**src/design/apct_pkg.sv**
```systemverilog
package apct_pkg;

   typedef enum logic [1:0] {
      OP_CLEAR   = 2'd0,
      OP_APPEND  = 2'd1,
      OP_COLLIDE = 2'd2,
      OP_QUERY   = 2'd3
   } op_type;

   typedef enum logic [2:0] {
      ST_IDLE,
      ST_TRIG,
      ST_READ,
      ST_TEST,
      ST_DONE
   } state_type;

   localparam logic [1:0] REG_AREA   = 2'd0;
   localparam logic [1:0] REG_MARGIN = 2'd1;
   localparam logic [1:0] REG_FLOOR  = 2'd2;

   localparam logic [7:0] DIM_W [2] = '{8'd195, 8'd35};
   localparam logic [7:0] DIM_D [2] = '{8'd70, 8'd40};
   localparam logic [7:0] DIM_H [2] = '{8'd100, 8'd176};

   // one table entry: x, y, z, half x, half z, height
   typedef struct packed {
      logic signed [15:0] x;
      logic signed [15:0] y;
      logic signed [15:0] z;
      logic [8:0]         hx;
      logic [8:0]         hz;
      logic [7:0]         h;
   } prop_type;

endpackage

```
**src/design/aabb_prop_collision_table.sv**
```systemverilog
// Clear empties the table; append runs the three-stage sine pipeline, then the
// table write; collide and query do one table read and one test per prop (a query
// stops at its first hit; with area_enabled 0 no prop is tested). One item in
// flight: the next beat is taken once the result is registered and the state
// returns to idle.
// Reset (synchronous): table empty, area_enabled 1, push_margin 30, floor_offset 0.
module aabb_prop_collision_table #(
   parameter int MAX_PROPS = 8
) (
   input  logic        clock,
   input  logic        reset,
   input  logic        req_tvalid,
   output logic        req_tready,
   // op[1:0], model[2], pos_x[18:3], pos_y[34:19], pos_z[50:35], rotation[62:51],
   // radius[74:63], slack[86:75], zero pad
   input  logic [87:0] req_tdata,
   output logic        rsp_tvalid,
   input  logic        rsp_tready,
   // new_x[15:0], new_z[31:16], solid_hit[32], append_dropped[33], props_held[40:34]
   output logic [47:0] rsp_tdata,
   input  logic        csr_psel,
   input  logic        csr_penable,
   input  logic        csr_pwrite,
   input  logic [3:0]  csr_paddr,
   input  logic [31:0] csr_pwdata,
   output logic [31:0] csr_prdata,
   output logic        csr_pready
);
   localparam int AW = (MAX_PROPS > 1) ? $clog2(MAX_PROPS) : 1;

   apct_pkg::state_type state_ff, state_in;
   logic [1:0]          op_ff;
   logic                model_ff;
   logic signed [15:0]  px_ff, py_ff, pz_ff;
   logic [11:0]         rot_ff, rad_ff, slk_ff;
   logic signed [18:0]  nx_ff, nx_in, nz_ff, nz_in;
   logic                hit_ff, hit_in, drop_ff, drop_in;
   logic [6:0]          total_ff, total_in, idx_ff, idx_in;
   logic [1:0]          calc_ff, calc_in;
   logic                area_ff;
   logic [7:0]          margin_ff;
   logic signed [15:0]  floor_ff;
   logic                out_v_ff, out_v_in;
   logic [47:0]         out_d_ff, out_d_in;
   logic                wr_en;
   apct_pkg::prop_type  wr_data, rd_data;
   logic [8:0]          hx, hz;
   logic                cfg_wr;

   // saturation
   function automatic logic [15:0] sat16(input logic signed [18:0] v);
      if (v > 19'sd32767) sat16 = 16'h7fff;
      else if (v < -19'sd32768) sat16 = 16'h8000;
      else sat16 = v[15:0];
   endfunction

   assign csr_pready = 1'b1;
   assign cfg_wr = csr_psel & csr_penable & csr_pwrite;

   always_comb begin
      case (csr_paddr[3:2])
         apct_pkg::REG_AREA:   csr_prdata = {31'd0, area_ff};
         apct_pkg::REG_MARGIN: csr_prdata = {24'd0, margin_ff};
         apct_pkg::REG_FLOOR:  csr_prdata = {{16{floor_ff[15]}}, floor_ff};
         default:              csr_prdata = 32'd0;
      endcase
   end

   always_ff @(posedge clock) begin
      if (reset) begin
         area_ff   <= 1'b1;
         margin_ff <= 8'd30;
         floor_ff  <= 16'sd0;
      end else if (cfg_wr) begin
         case (csr_paddr[3:2])
            apct_pkg::REG_AREA:   area_ff   <= csr_pwdata[0];
            apct_pkg::REG_MARGIN: margin_ff <= csr_pwdata[7:0];
            apct_pkg::REG_FLOOR:  floor_ff  <= csr_pwdata[15:0];
            default: ;
         endcase
      end
   end

   apct_extent u_extent (
      .clock(clock), .model(model_ff), .rotation(rot_ff), .half_x(hx), .half_z(hz)
   );

   assign wr_data = '{x: px_ff, y: py_ff, z: pz_ff, hx: hx, hz: hz,
                      h: apct_pkg::DIM_H[model_ff]};

   apct_table #(.DEPTH(MAX_PROPS), .AW(AW)) u_table (
      .clock(clock), .wr_en(wr_en), .wr_addr(total_ff[AW-1:0]), .wr_data(wr_data),
      .rd_addr(idx_ff[AW-1:0]), .rd_data(rd_data)
   );

   assign req_tready = (state_ff == apct_pkg::ST_IDLE);
   assign rsp_tvalid = out_v_ff;
   assign rsp_tdata  = out_d_ff;

   // combinational test of one prop
   logic signed [18:0] wx, wz, lox, hix, loz, hiz, pl, pr, pf, pb, best, dx, dz;
   logic signed [18:0] base, ylo, qwx, qwz;
   logic               cin, qin;
   always_comb begin
      wx = 19'(rd_data.hx) + 19'(rad_ff) + 19'(margin_ff);
      wz = 19'(rd_data.hz) + 19'(rad_ff) + 19'(margin_ff);
      lox = 19'(rd_data.x) - wx; hix = 19'(rd_data.x) + wx;
      loz = 19'(rd_data.z) - wz; hiz = 19'(rd_data.z) + wz;
      cin = nx_ff > lox && nx_ff < hix && nz_ff > loz && nz_ff < hiz;
      pl = nx_ff - lox; pr = hix - nx_ff; pf = nz_ff - loz; pb = hiz - nz_ff;
      best = pl; dx = -pl; dz = '0;
      if (pr < best) begin best = pr; dx = pr; dz = '0; end
      if (pf < best) begin best = pf; dx = '0; dz = -pf; end
      if (pb < best) begin dx = '0; dz = pb; end
      base = 19'(rd_data.y) + 19'(floor_ff);
      ylo  = base - 19'(rd_data.h);
      qwx  = 19'(rd_data.hx) + 19'(slk_ff);
      qwz  = 19'(rd_data.hz) + 19'(slk_ff);
      qin = 19'(py_ff) >= ylo && 19'(py_ff) <= base
         && 19'(px_ff) >= 19'(rd_data.x) - qwx
         && 19'(px_ff) <= 19'(rd_data.x) + qwx
         && 19'(pz_ff) >= 19'(rd_data.z) - qwz
         && 19'(pz_ff) <= 19'(rd_data.z) + qwz;
   end

   always_comb begin
      state_in = state_ff;
      nx_in = nx_ff; nz_in = nz_ff; hit_in = hit_ff; drop_in = drop_ff;
      total_in = total_ff; idx_in = idx_ff; calc_in = calc_ff;
      out_v_in = out_v_ff && !rsp_tready;
      out_d_in = out_d_ff;
      wr_en = 1'b0;
      case (state_ff)
         apct_pkg::ST_IDLE: begin
            if (req_tvalid && req_tready) begin
               nx_in = 19'($signed(req_tdata[18:3]));
               nz_in = 19'($signed(req_tdata[50:35]));
               hit_in = 1'b0; drop_in = 1'b0; idx_in = '0; calc_in = 2'd3;
               case (apct_pkg::op_type'(req_tdata[1:0]))
                  apct_pkg::OP_CLEAR: begin
                     total_in = '0;
                     state_in = apct_pkg::ST_DONE;
                  end
                  apct_pkg::OP_APPEND: state_in = apct_pkg::ST_TRIG;
                  default: state_in = apct_pkg::ST_READ;
               endcase
            end
         end
         apct_pkg::ST_TRIG: begin
            if (calc_ff != 2'd0) begin
               calc_in = calc_ff - 2'd1;
            end else begin
               if (total_ff >= 7'(MAX_PROPS)) begin
                  drop_in = 1'b1;
               end else begin
                  wr_en = 1'b1;
                  total_in = total_ff + 7'd1;
               end
               state_in = apct_pkg::ST_DONE;
            end
         end
         apct_pkg::ST_READ: begin
            if (!area_ff || idx_ff >= total_ff || hit_ff) state_in = apct_pkg::ST_DONE;
            else state_in = apct_pkg::ST_TEST;
         end
         apct_pkg::ST_TEST: begin
            if (op_ff == apct_pkg::OP_COLLIDE) begin
               if (cin) begin
                  nx_in = nx_ff + dx;
                  nz_in = nz_ff + dz;
               end
            end else if (qin) begin
               hit_in = 1'b1;
            end
            idx_in = idx_ff + 7'd1;
            state_in = apct_pkg::ST_READ;
         end
         apct_pkg::ST_DONE: begin
            if (!out_v_ff) begin
               out_v_in = 1'b1;
               out_d_in = {7'd0, total_ff, drop_ff, hit_ff, sat16(nz_ff), sat16(nx_ff)};
               state_in = apct_pkg::ST_IDLE;
            end
         end
         default: state_in = apct_pkg::ST_IDLE;
      endcase
   end

   always_ff @(posedge clock) begin
      if (reset) begin
         state_ff <= apct_pkg::ST_IDLE;
         total_ff <= '0;
         out_v_ff <= 1'b0;
      end else begin
         state_ff <= state_in;
         total_ff <= total_in;
         out_v_ff <= out_v_in;
      end
   end

   always_ff @(posedge clock) begin
      nx_ff <= nx_in; nz_ff <= nz_in; hit_ff <= hit_in; drop_ff <= drop_in;
      idx_ff <= idx_in; calc_ff <= calc_in; out_d_ff <= out_d_in;
      if (req_tvalid && req_tready) begin
         op_ff    <= req_tdata[1:0];
         model_ff <= req_tdata[2];
         px_ff    <= req_tdata[18:3];
         py_ff    <= req_tdata[34:19];
         pz_ff    <= req_tdata[50:35];
         rot_ff   <= req_tdata[62:51];
         rad_ff   <= req_tdata[74:63];
         slk_ff   <= req_tdata[86:75];
      end
   end
endmodule

```
**src/design/apct_extent.sv**
```systemverilog
module apct_extent (
   input  logic        clock,
   input  logic        model,
   input  logic [11:0] rotation,
   output logic [8:0]  half_x,
   output logic [8:0]  half_z
);
   logic [14:0] x2c_ff, x2s_ff, x2c_in, x2s_in;
   logic [14:0] x2c_d_ff, x2s_d_ff;
   logic [14:0] yc_ff, ys_ff, yc_in, ys_in;
   logic [12:0] cos_ff, sin_ff, cos_in, sin_in;
   logic [20:0] ax, az;

   // fold the angle to -1024..1023 around the peak, square and scale
   function automatic logic [14:0] fold_square(input logic [11:0] ang);
      logic signed [10:0] t;
      logic signed [21:0] sq;
      t = $signed(11'(ang - 12'd1024));
      sq = 22'(t) * 22'(t);
      fold_square = sq[20:6];
   endfunction

   function automatic logic [14:0] poly(input logic [14:0] x2);
      logic [26:0] m1;
      m1 = 27'(x2) * 27'd3516;
      poly = 15'd19900 - 15'(m1 >> 14);
   endfunction

   function automatic logic [12:0] magnitude(input logic [14:0] x2, input logic [14:0] y);
      logic [29:0] m2;
      m2 = 30'(x2) * 30'(y);
      magnitude = 13'd4096 - 13'(m2 >> 16);
   endfunction

   assign x2c_in = fold_square(12'(rotation + 12'd1024));
   assign x2s_in = fold_square(rotation);
   assign yc_in  = poly(x2c_ff);
   assign ys_in  = poly(x2s_ff);
   assign cos_in = magnitude(x2c_d_ff, yc_ff);
   assign sin_in = magnitude(x2s_d_ff, ys_ff);

   always_ff @(posedge clock) begin
      x2c_ff   <= x2c_in;
      x2s_ff   <= x2s_in;
      x2c_d_ff <= x2c_ff;
      x2s_d_ff <= x2s_ff;
      yc_ff    <= yc_in;
      ys_ff    <= ys_in;
      cos_ff   <= cos_in;
      sin_ff   <= sin_in;
   end

   assign ax = 21'(apct_pkg::DIM_W[model]) * 21'(cos_ff)
             + 21'(apct_pkg::DIM_D[model]) * 21'(sin_ff);
   assign az = 21'(apct_pkg::DIM_W[model]) * 21'(sin_ff)
             + 21'(apct_pkg::DIM_D[model]) * 21'(cos_ff);
   assign half_x = ax[20:12];
   assign half_z = az[20:12];
endmodule

```
**src/design/apct_table.sv**
```systemverilog
module apct_table #(
   parameter int DEPTH = 8,
   parameter int AW = 3
) (
   input  logic                clock,
   input  logic                wr_en,
   input  logic [AW-1:0]       wr_addr,
   input  apct_pkg::prop_type  wr_data,
   input  logic [AW-1:0]       rd_addr,
   output apct_pkg::prop_type  rd_data
);
   apct_pkg::prop_type mem [DEPTH];

   always_ff @(posedge clock) begin
      if (wr_en) begin
         mem[wr_addr] <= wr_data;
      end
      rd_data <= mem[rd_addr];
   end
endmodule
```
**config.mk**
```make
export PLATFORM = sky130hd
export DESIGN_NAME = aabb_prop_collision_table
export DESIGN_NICKNAME = d
export VERILOG_FILES = /design/src/design/apct_pkg.sv /design/src/design/aabb_prop_collision_table.sv /design/src/design/apct_extent.sv /design/src/design/apct_table.sv
export SDC_FILE = /design/constraint.sdc
export NUM_CORES = 2
export LEC_CHECK = 0
export BUFFER_PORTS_ARGS = -buffer_cell sky130_fd_sc_hd__buf_4
export CELL_PAD_IN_SITES_DETAIL_PLACEMENT = 1
export CELL_PAD_IN_SITES_GLOBAL_PLACEMENT = 1
export CORE_ASPECT_RATIO = 0.75
export CORE_MARGIN = 1
export CORE_UTILIZATION = 40
export CTS_CLUSTER_DIAMETER = 120
export DETAILED_ROUTE_END_ITERATION = 6
export GPL_TIMING_DRIVEN = 0
export HOLD_SLACK_MARGIN = 0.05
export PLACE_DENSITY_LB_ADDON = 0.1
export SKIP_CTS_REPAIR_TIMING = 1
export SYNTH_ARGS = -nofsm -noshare
export SYNTH_HDL_FRONTEND = slang
export SYNTH_SLANG_ARGS = --single-unit
```
**constraint.sdc**
```tcl
create_clock -name clock -period 20.8 [get_ports clock]
set_clock_uncertainty 0.05 [all_clocks]
set_input_delay 3.12 -clock clock [delete_from_list [all_inputs] [get_ports clock]]
set_output_delay 3.12 -clock clock [all_outputs]
set_load 0.005 [all_outputs]
```
Yosys cells after proc, flatten, opt, wreduce, memory -nomap -nowiden --
Memories as Yosys holds them, arrays and structs flattened. A register that Yosys moved wholly into a read port is not among the register bits. Index checks and enable logic that the tools add are counted. W data, S select, Z words.
Cells by class: $add $sub $neg 36, $mul 10, order comparisons 20, equal/unequal tests 19, multiplexer cells 57, bitwise operators 4, reductions and logical operators 31
Operator list (number):
- $mux W19 | 13
- $pmux W32 S3 | 1
- $mul A8 B13 Y21 | 4
- $pmux W19 S2 | 2
- $mux W8 | 8
- $mul A15 B15 Y29 | 2
- $lt A19 B19 Y1 | 3
- $add A9 B12 Y13 | 4
- $le A16 B17 Y1 | 3
- $mul A15 B10 Y25 const B | 2
- $add A21 B21 Y21 | 2
- $mul A11 B11 Y21 | 2
- $mux W7 | 6
- $add A19 B19 Y19 | 2
- $gt A19 B16 Y1 const B | 2
- $gt A19 B17 Y1 | 2
- $lt A19 B16 Y1 const B | 2
- $lt A19 B17 Y1 | 2
- $neg A19 Y19 | 2
- $sub A17 B19 Y19 | 2
- $sub A19 B17 Y19 | 2
- $add A16 B14 Y17 | 2
- $add A16 B15 Y17 | 2
- $ge A16 B17 Y1 | 2
- other kinds (44) | 103
Storage, ports and cells: bits in registers 328, memory bits (writable) 592, input bits 131, output and inout port bits 83, word-level logic and storage cells 209, memories kept 1
Memories:
- u_table.mem | words 8, bits a word 74, read ports 1, clocked after memory_dff 1, wr ports 1, line apct_table.sv:12 | apct_pkg::prop_type mem [DEPTH];

Longest topological paths before layout --
depth in word-level cells 14, depth in mapped cells 76, gate-level depth less buffers 72

Cells and area by module --
Synthesis repeated with hierarchy kept, for this count alone.
Second synthesis, totals: cell total of the unflattened synthesis 7958, area total of the unflattened synthesis 87142.3 um^2
Modules (own cells, without submodules):
- apct_extent | instances 1, cells an instance 3985, area an instance 37347.1 um^2, seq. area each 2162.1 um^2
- aabb_prop_collision_table | instances 1, cells an instance 3031, area an instance 26047.5 um^2, seq. area each 6035.8 um^2
- apct_table | instances 1, cells an instance 942, area an instance 23747.8 um^2, seq. area each 19258.5 um^2

Worst setup path before layout --
OpenSTA, ideal clock, no wires.
path type reg-to-reg, start register rad_ff[1], end register nz_ff[17], data pin, setup time 0.267 ns, arrival 14.515 ns, data required time 20.483 ns, setup slack 5.969 ns, cell stages (with the launch flop) 71, buffers on the path 6, period minus slack after synthesis 14.831 ns, path through edfxtp_1 > fa_1 > ha_1 > fa_1 > a21o_1 > a21oi_1 > o21bai_1 > a21oi_1 > o21bai_1 > a21oi_1 > xnor2_1 > ha_1 > clkbuf_1 > or3_1 > o211ai_1 > nand2_1 > nor2_1 > nor3_1 > (+35 left out) > a22o_1 > a211oi_1 > clkbuf_8 > clkbuf_1 > o21ai_0 > ha_1 > a21o_1 > a21oi_1 > o21bai_1 > a21oi_1 > o21bai_1 > a211o_1 > a2111oi_0 > o31ai_1 > or4_1 > a31oi_1 > xor2_1 > o21ai_0
On the way: word-level cells in the longest chain between the ends 14, elaborated cells on any way between the ends 24, classes of those cells 14 x add/sub; 3 x order compare; 7 x mux
Ends and longest elaborated chain:
- start: declaration | line aabb_prop_collision_table.sv:35 | logic [11:0] rot_ff, rad_ff, slk_ff;
- start signal: assignment | line aabb_prop_collision_table.sv:211 | rad_ff <= req_tdata[74:63];
- $add A9 B12 Y13 | line aabb_prop_collision_table.sv:105 | wx = 19'(rd_data.hx) + 19'(rad_ff) + 19'(margin_ff);
- $add A13 B8 Y14 | line aabb_prop_collision_table.sv:105
- $add A16 B15 Y17 / $sub A16 B15 Y17 (equally long branches) | line aabb_prop_collision_table.sv:107 | lox = 19'(rd_data.x) - wx; hix = 19'(rd_data.x) + wx;
- $sub A17 B19 Y19 / $sub A19 B17 Y19 (equally long branches) | line aabb_prop_collision_table.sv:110 | pl = nx_ff - lox; pr = hix - nx_ff; pf = nz_ff - loz; pb = hiz - nz_ff;
- $lt A19 B19 Y1 | line aabb_prop_collision_table.sv:112 | if (pr < best) begin best = pr; dx = pr; dz = '0; end
- $mux W19 | line aabb_prop_collision_table.sv:112
- $lt A19 B19 Y1 | line aabb_prop_collision_table.sv:113 | if (pf < best) begin best = pf; dx = '0; dz = -pf; end
- $mux W19 | line aabb_prop_collision_table.sv:113
- $lt A19 B19 Y1 | line aabb_prop_collision_table.sv:114 | if (pb < best) begin dx = '0; dz = pb; end
- $mux W19 (*) | line aabb_prop_collision_table.sv:114
- $add A19 B19 Y19 (*) | line aabb_prop_collision_table.sv:170 | nz_in = nz_ff + dz;
- $mux W19 (*) | line aabb_prop_collision_table.sv:168 | if (cin) begin
- $mux W19 (*) | line aabb_prop_collision_table.sv:167 | if (op_ff == apct_pkg::OP_COLLIDE) begin
- $pmux W19 S2 (*) | line aabb_prop_collision_table.sv:133 | case (state_ff)
- net nz_in[17] | line aabb_prop_collision_table.sv:36 | logic signed [18:0] nx_ff, nx_in, nz_ff, nz_in;
- end signal: assignment | line aabb_prop_collision_table.sv:202 | nx_ff <= nx_in; nz_ff <= nz_in; hit_ff <= hit_in; drop_ff <= drop_in;
- end: declaration | line aabb_prop_collision_table.sv:36
The timed path passes the listed nets; every way through them passes the cells marked *. The select of a mux whose other input is x is not followed. A chain may end at the register's enable or synchronous reset.

Worst setup path after layout --
start register, netlist name u_table.rd_data[18], end register nz_ff[17], data pin
On the way: word-level cells in the longest chain between the ends 14, elaborated cells on any way between the ends 17, classes of those cells 7 x add/sub; 3 x order compare; 7 x mux
Ends and longest elaborated chain (line):
- $add A9 B12 Y13 (*) | aabb_prop_collision_table.sv:105
- $add A13 B8 Y14 (*) | aabb_prop_collision_table.sv:105
- $add A16 B15 Y17 / $sub A16 B15 Y17 (equally long branches) | aabb_prop_collision_table.sv:107
- $sub A17 B19 Y19 / $sub A19 B17 Y19 (equally long branches) | aabb_prop_collision_table.sv:110
- $lt A19 B19 Y1 | aabb_prop_collision_table.sv:112
- $mux W19 (*) | aabb_prop_collision_table.sv:112
- $lt A19 B19 Y1 | aabb_prop_collision_table.sv:113
- $mux W19 | aabb_prop_collision_table.sv:113
- $lt A19 B19 Y1 | aabb_prop_collision_table.sv:114
- $mux W19 (*) | aabb_prop_collision_table.sv:114
- $add A19 B19 Y19 (*) | aabb_prop_collision_table.sv:170
- $mux W19 (*) | aabb_prop_collision_table.sv:168
- $mux W19 (*) | aabb_prop_collision_table.sv:167
- $pmux W19 S2 (*) | aabb_prop_collision_table.sv:133
- net nz_in[17] | aabb_prop_collision_table.sv:36
Marks and branches as above.

==> flow_summary.ini <==
[status]
status = finished with violations
violations = capacitance limit, slew limit

[synth]
postSynthAreaPerCell_um2 = 10.8
ys_ff_latch = 932
ys_types = 93
netlist_top_cells_area = edfxtp_1 (26%), fa_1 (20%), ha_1 (14%), inv_1 (6.0%), dfxtp_1 (5.1%)
syn_area_um2 = 83800
synthFlopType = edfxtp_1
syn_inst = 7728
yosysTopAreaCellShare_pct = 25.8
yosys.area.top_type = edfxtp_1
yosysSeqAreaShare_pct = 30.9
yosysWarnings = 0
async_reset_ff_share_pct = 0
synth-edff-count = 720

[cts]
clkSinkCount = 932
clk_pin_slew_ps = 70
cts_max_path_buffers = 3
root_buffer = clkbuf_16
cts_tree = built
clock_latency_ps = 760
htree_levels = 3
cts_buffers = 102

[worst_setup_path]
cp-end-kind = register
worst-setup-path-type = reg2reg
critPathMaxFanout = 10
required_ps = 21230
cpPeakStageDelay_ps = 640
worst-r2r-setup-slack_ps = 1350
reg2reg_from = u_table.rd_data[18]
arrival_ps = 19880
cp-start-kind = register
cpMaxStageDelayCell = a211oi_1
worstRegToRegCells = 69
r2r_end = nz_ff[17]

[grt]
grt_usage_pct = 24.8
grt_pass1_vias = 61700
grt-ovfl-total = 0
grt_first_pass_wirelength_um = 392000
grt_max_degree = 55
antenna_found_initial = 11

[min_path]
min_from = total_ff[6]
hold_class = reg2reg
whs_path_depth = 0
hold_end = rsp_tdata[40]

[placed_design]
post_dp_cell_area_um2 = 89700
place_congestion = 0.888
hpwlAfterDp_um = 215000
io_buffers = 185

[layout]
layout_commonest_cell = inv_1
final_nets = 10100
final_cell_mix = inv_1 (1333), ha_1 (945), fa_1 (849), edfxtp_1 (720), nand2_1 (654)
drive_above_1_share_pct = 8.48
fin_area_um2 = 93300
syn_to_final_growth_pct = 11.4
nFillCells = 22800
utilization_pct = 44.8

[routing]
drc = 0
routed_wl_um = 258000
wire_per_inst_um = 23.4
viasPerCell = 5.28
ant_nets = 0
dr.pass1.iters = 5
drt_iter0_drc = 3695
vias = 58200

[sta]
period_needed_ps = 19450
setup_violations = 0
setup_tns_ps = 0
fmax_mhz = 51.4
drv_slew = 11
maxSlewHeadroom_pct = -1.76
hold_violations = 0
worst_pin_slew_ps = 1530
hold_slack_ps = 420
rsz0062_at_grt = false
period_share_pct = 93.5

[floorplan]
io-pin-count = 214
die_w_um = 531
start_util_pct = 40.2
core.rowCount = 145
core-area_um2 = 208000
die-area_um2 = 211000
die_h_um = 398

[job]
drv_cap = 1
## metal layers
layer  global-route usage (%)  part of all wire [%]  vias to the layer above
li1                         -                     -                    26600
met1                     39.7                    52                    30300
met2                     36.0                    41                     1105
met3                     3.06                   4.8                      178
met4                     3.58                   1.4                        8
met5                        0                 0.020                        -
## worst max-delay path by stage
stage	from	endpoint	depth (start not counted)
after floorplan	rad_ff[1]	nz_ff[17]	70
after global placement	rad_ff[1]	nz_ff[17]	69
after detailed placement	rad_ff[1]	nz_ff[17]	70
after CTS	u_table.rd_data[18]	nz_ff[17]	70
after global routing	u_table.rd_data[18]	nz_ff[17]	68
final	u_table.rd_data[18]	nz_ff[17]	69
## critical path: cells and delay by family, from the launching register on
kind	cells	cell delay (ps)
buf+inv	7	2410
flops	1	520
xor+xnor	5	1590
compound gates	36	8910
fa+ha+maj	9	3140
simple gates	11	2370
mux	1	170
## kinds of logic (layout without fill, tap and decap cells)
group | count (synthesis) | count (layout) | synth area share, %
adder cells (fa/ha/maj) | 1794 | 1794 | 34.4
AND/OR/NAND/NOR | 1667 | 1667 | 9.56
buffers and inverters | 1553 | 1974 | 7.12
AO/OA/AOI/OAI | 1124 | 1124 | 8.68
flip-flops | 932 | 932 | 30.9
XOR/XNOR | 424 | 424 | 4.46
multiplexers | 232 | 232 | 4.92
other | 2 | 83 | 0.00896
## Yosys cell counts, types with 30 or more instances
master       n
a211oi_1    36
a21o_1     110
a21oi_1    334
and2_1     260
and3_1      37
clkbuf_1   169
dfxtp_1    212
edfxtp_1   720
fa_1       849
ha_1       945
inv_1     1334
mux2_2      77
mux4_2     136
nand2_1    654
nand2b_1    40
nand3_1     87
nand4_1     43
nor2_1     267
nor2b_1     82
nor3_1      91
o21a_1     106
o21ai_0    212
o21bai_1    77
o31ai_1     36
or3_1       30
xnor2_1    304
xor2_1     118
## sequential cells by signal, indices dropped and copies added (netlist names), 11 cells and up
| register | flops |
|---|---|
| u_table.rd_data | 68 |
| u_extent.cos_ff | 13 |
| u_extent.ys_ff | 15 |
| py_ff | 16 |
| u_extent.x2c_ff | 15 |
| rot_ff | 11 |
| rad_ff | 12 |
| u_extent.sin_ff | 13 |
| floor_ff | 16 |
| rsp_tdata | 41 |
| nz_ff | 19 |
| u_extent.x2s_d_ff | 11 |
| nx_ff | 19 |
| u_extent.x2s_ff | 11 |
| px_ff | 16 |
| slk_ff | 12 |
| u_extent.yc_ff | 15 |
| u_table.mem | 544 |
| u_extent.x2c_d_ff | 15 |
| pz_ff | 16 |
## through the flow
step                      cells  worst slack, ps
after floorplan            7800             5970
after global placement    10800             1900
after detailed placement  10800             1680
after CTS                 11000             1620
after global routing      11000              304
final                     11000             1350
## area by class of cell
class	count	area (µm²)	area share, %
clock buffer	128	2700	2.89
sequential	932	25900	27.7
tap	2793	3490	3.74
timing repair buffer	227	2070	2.22
antenna	9	22.5	0.0241
buffer	219	961	1.03
multi-input combinational	5315	52300	56.1
clock inverter	66	878	0.941
inverter	1334	5010	5.37
Power is left out: the tool's default activity adds up to more than one toggle a clock period on the data nets, which glitch-free logic cannot reach.
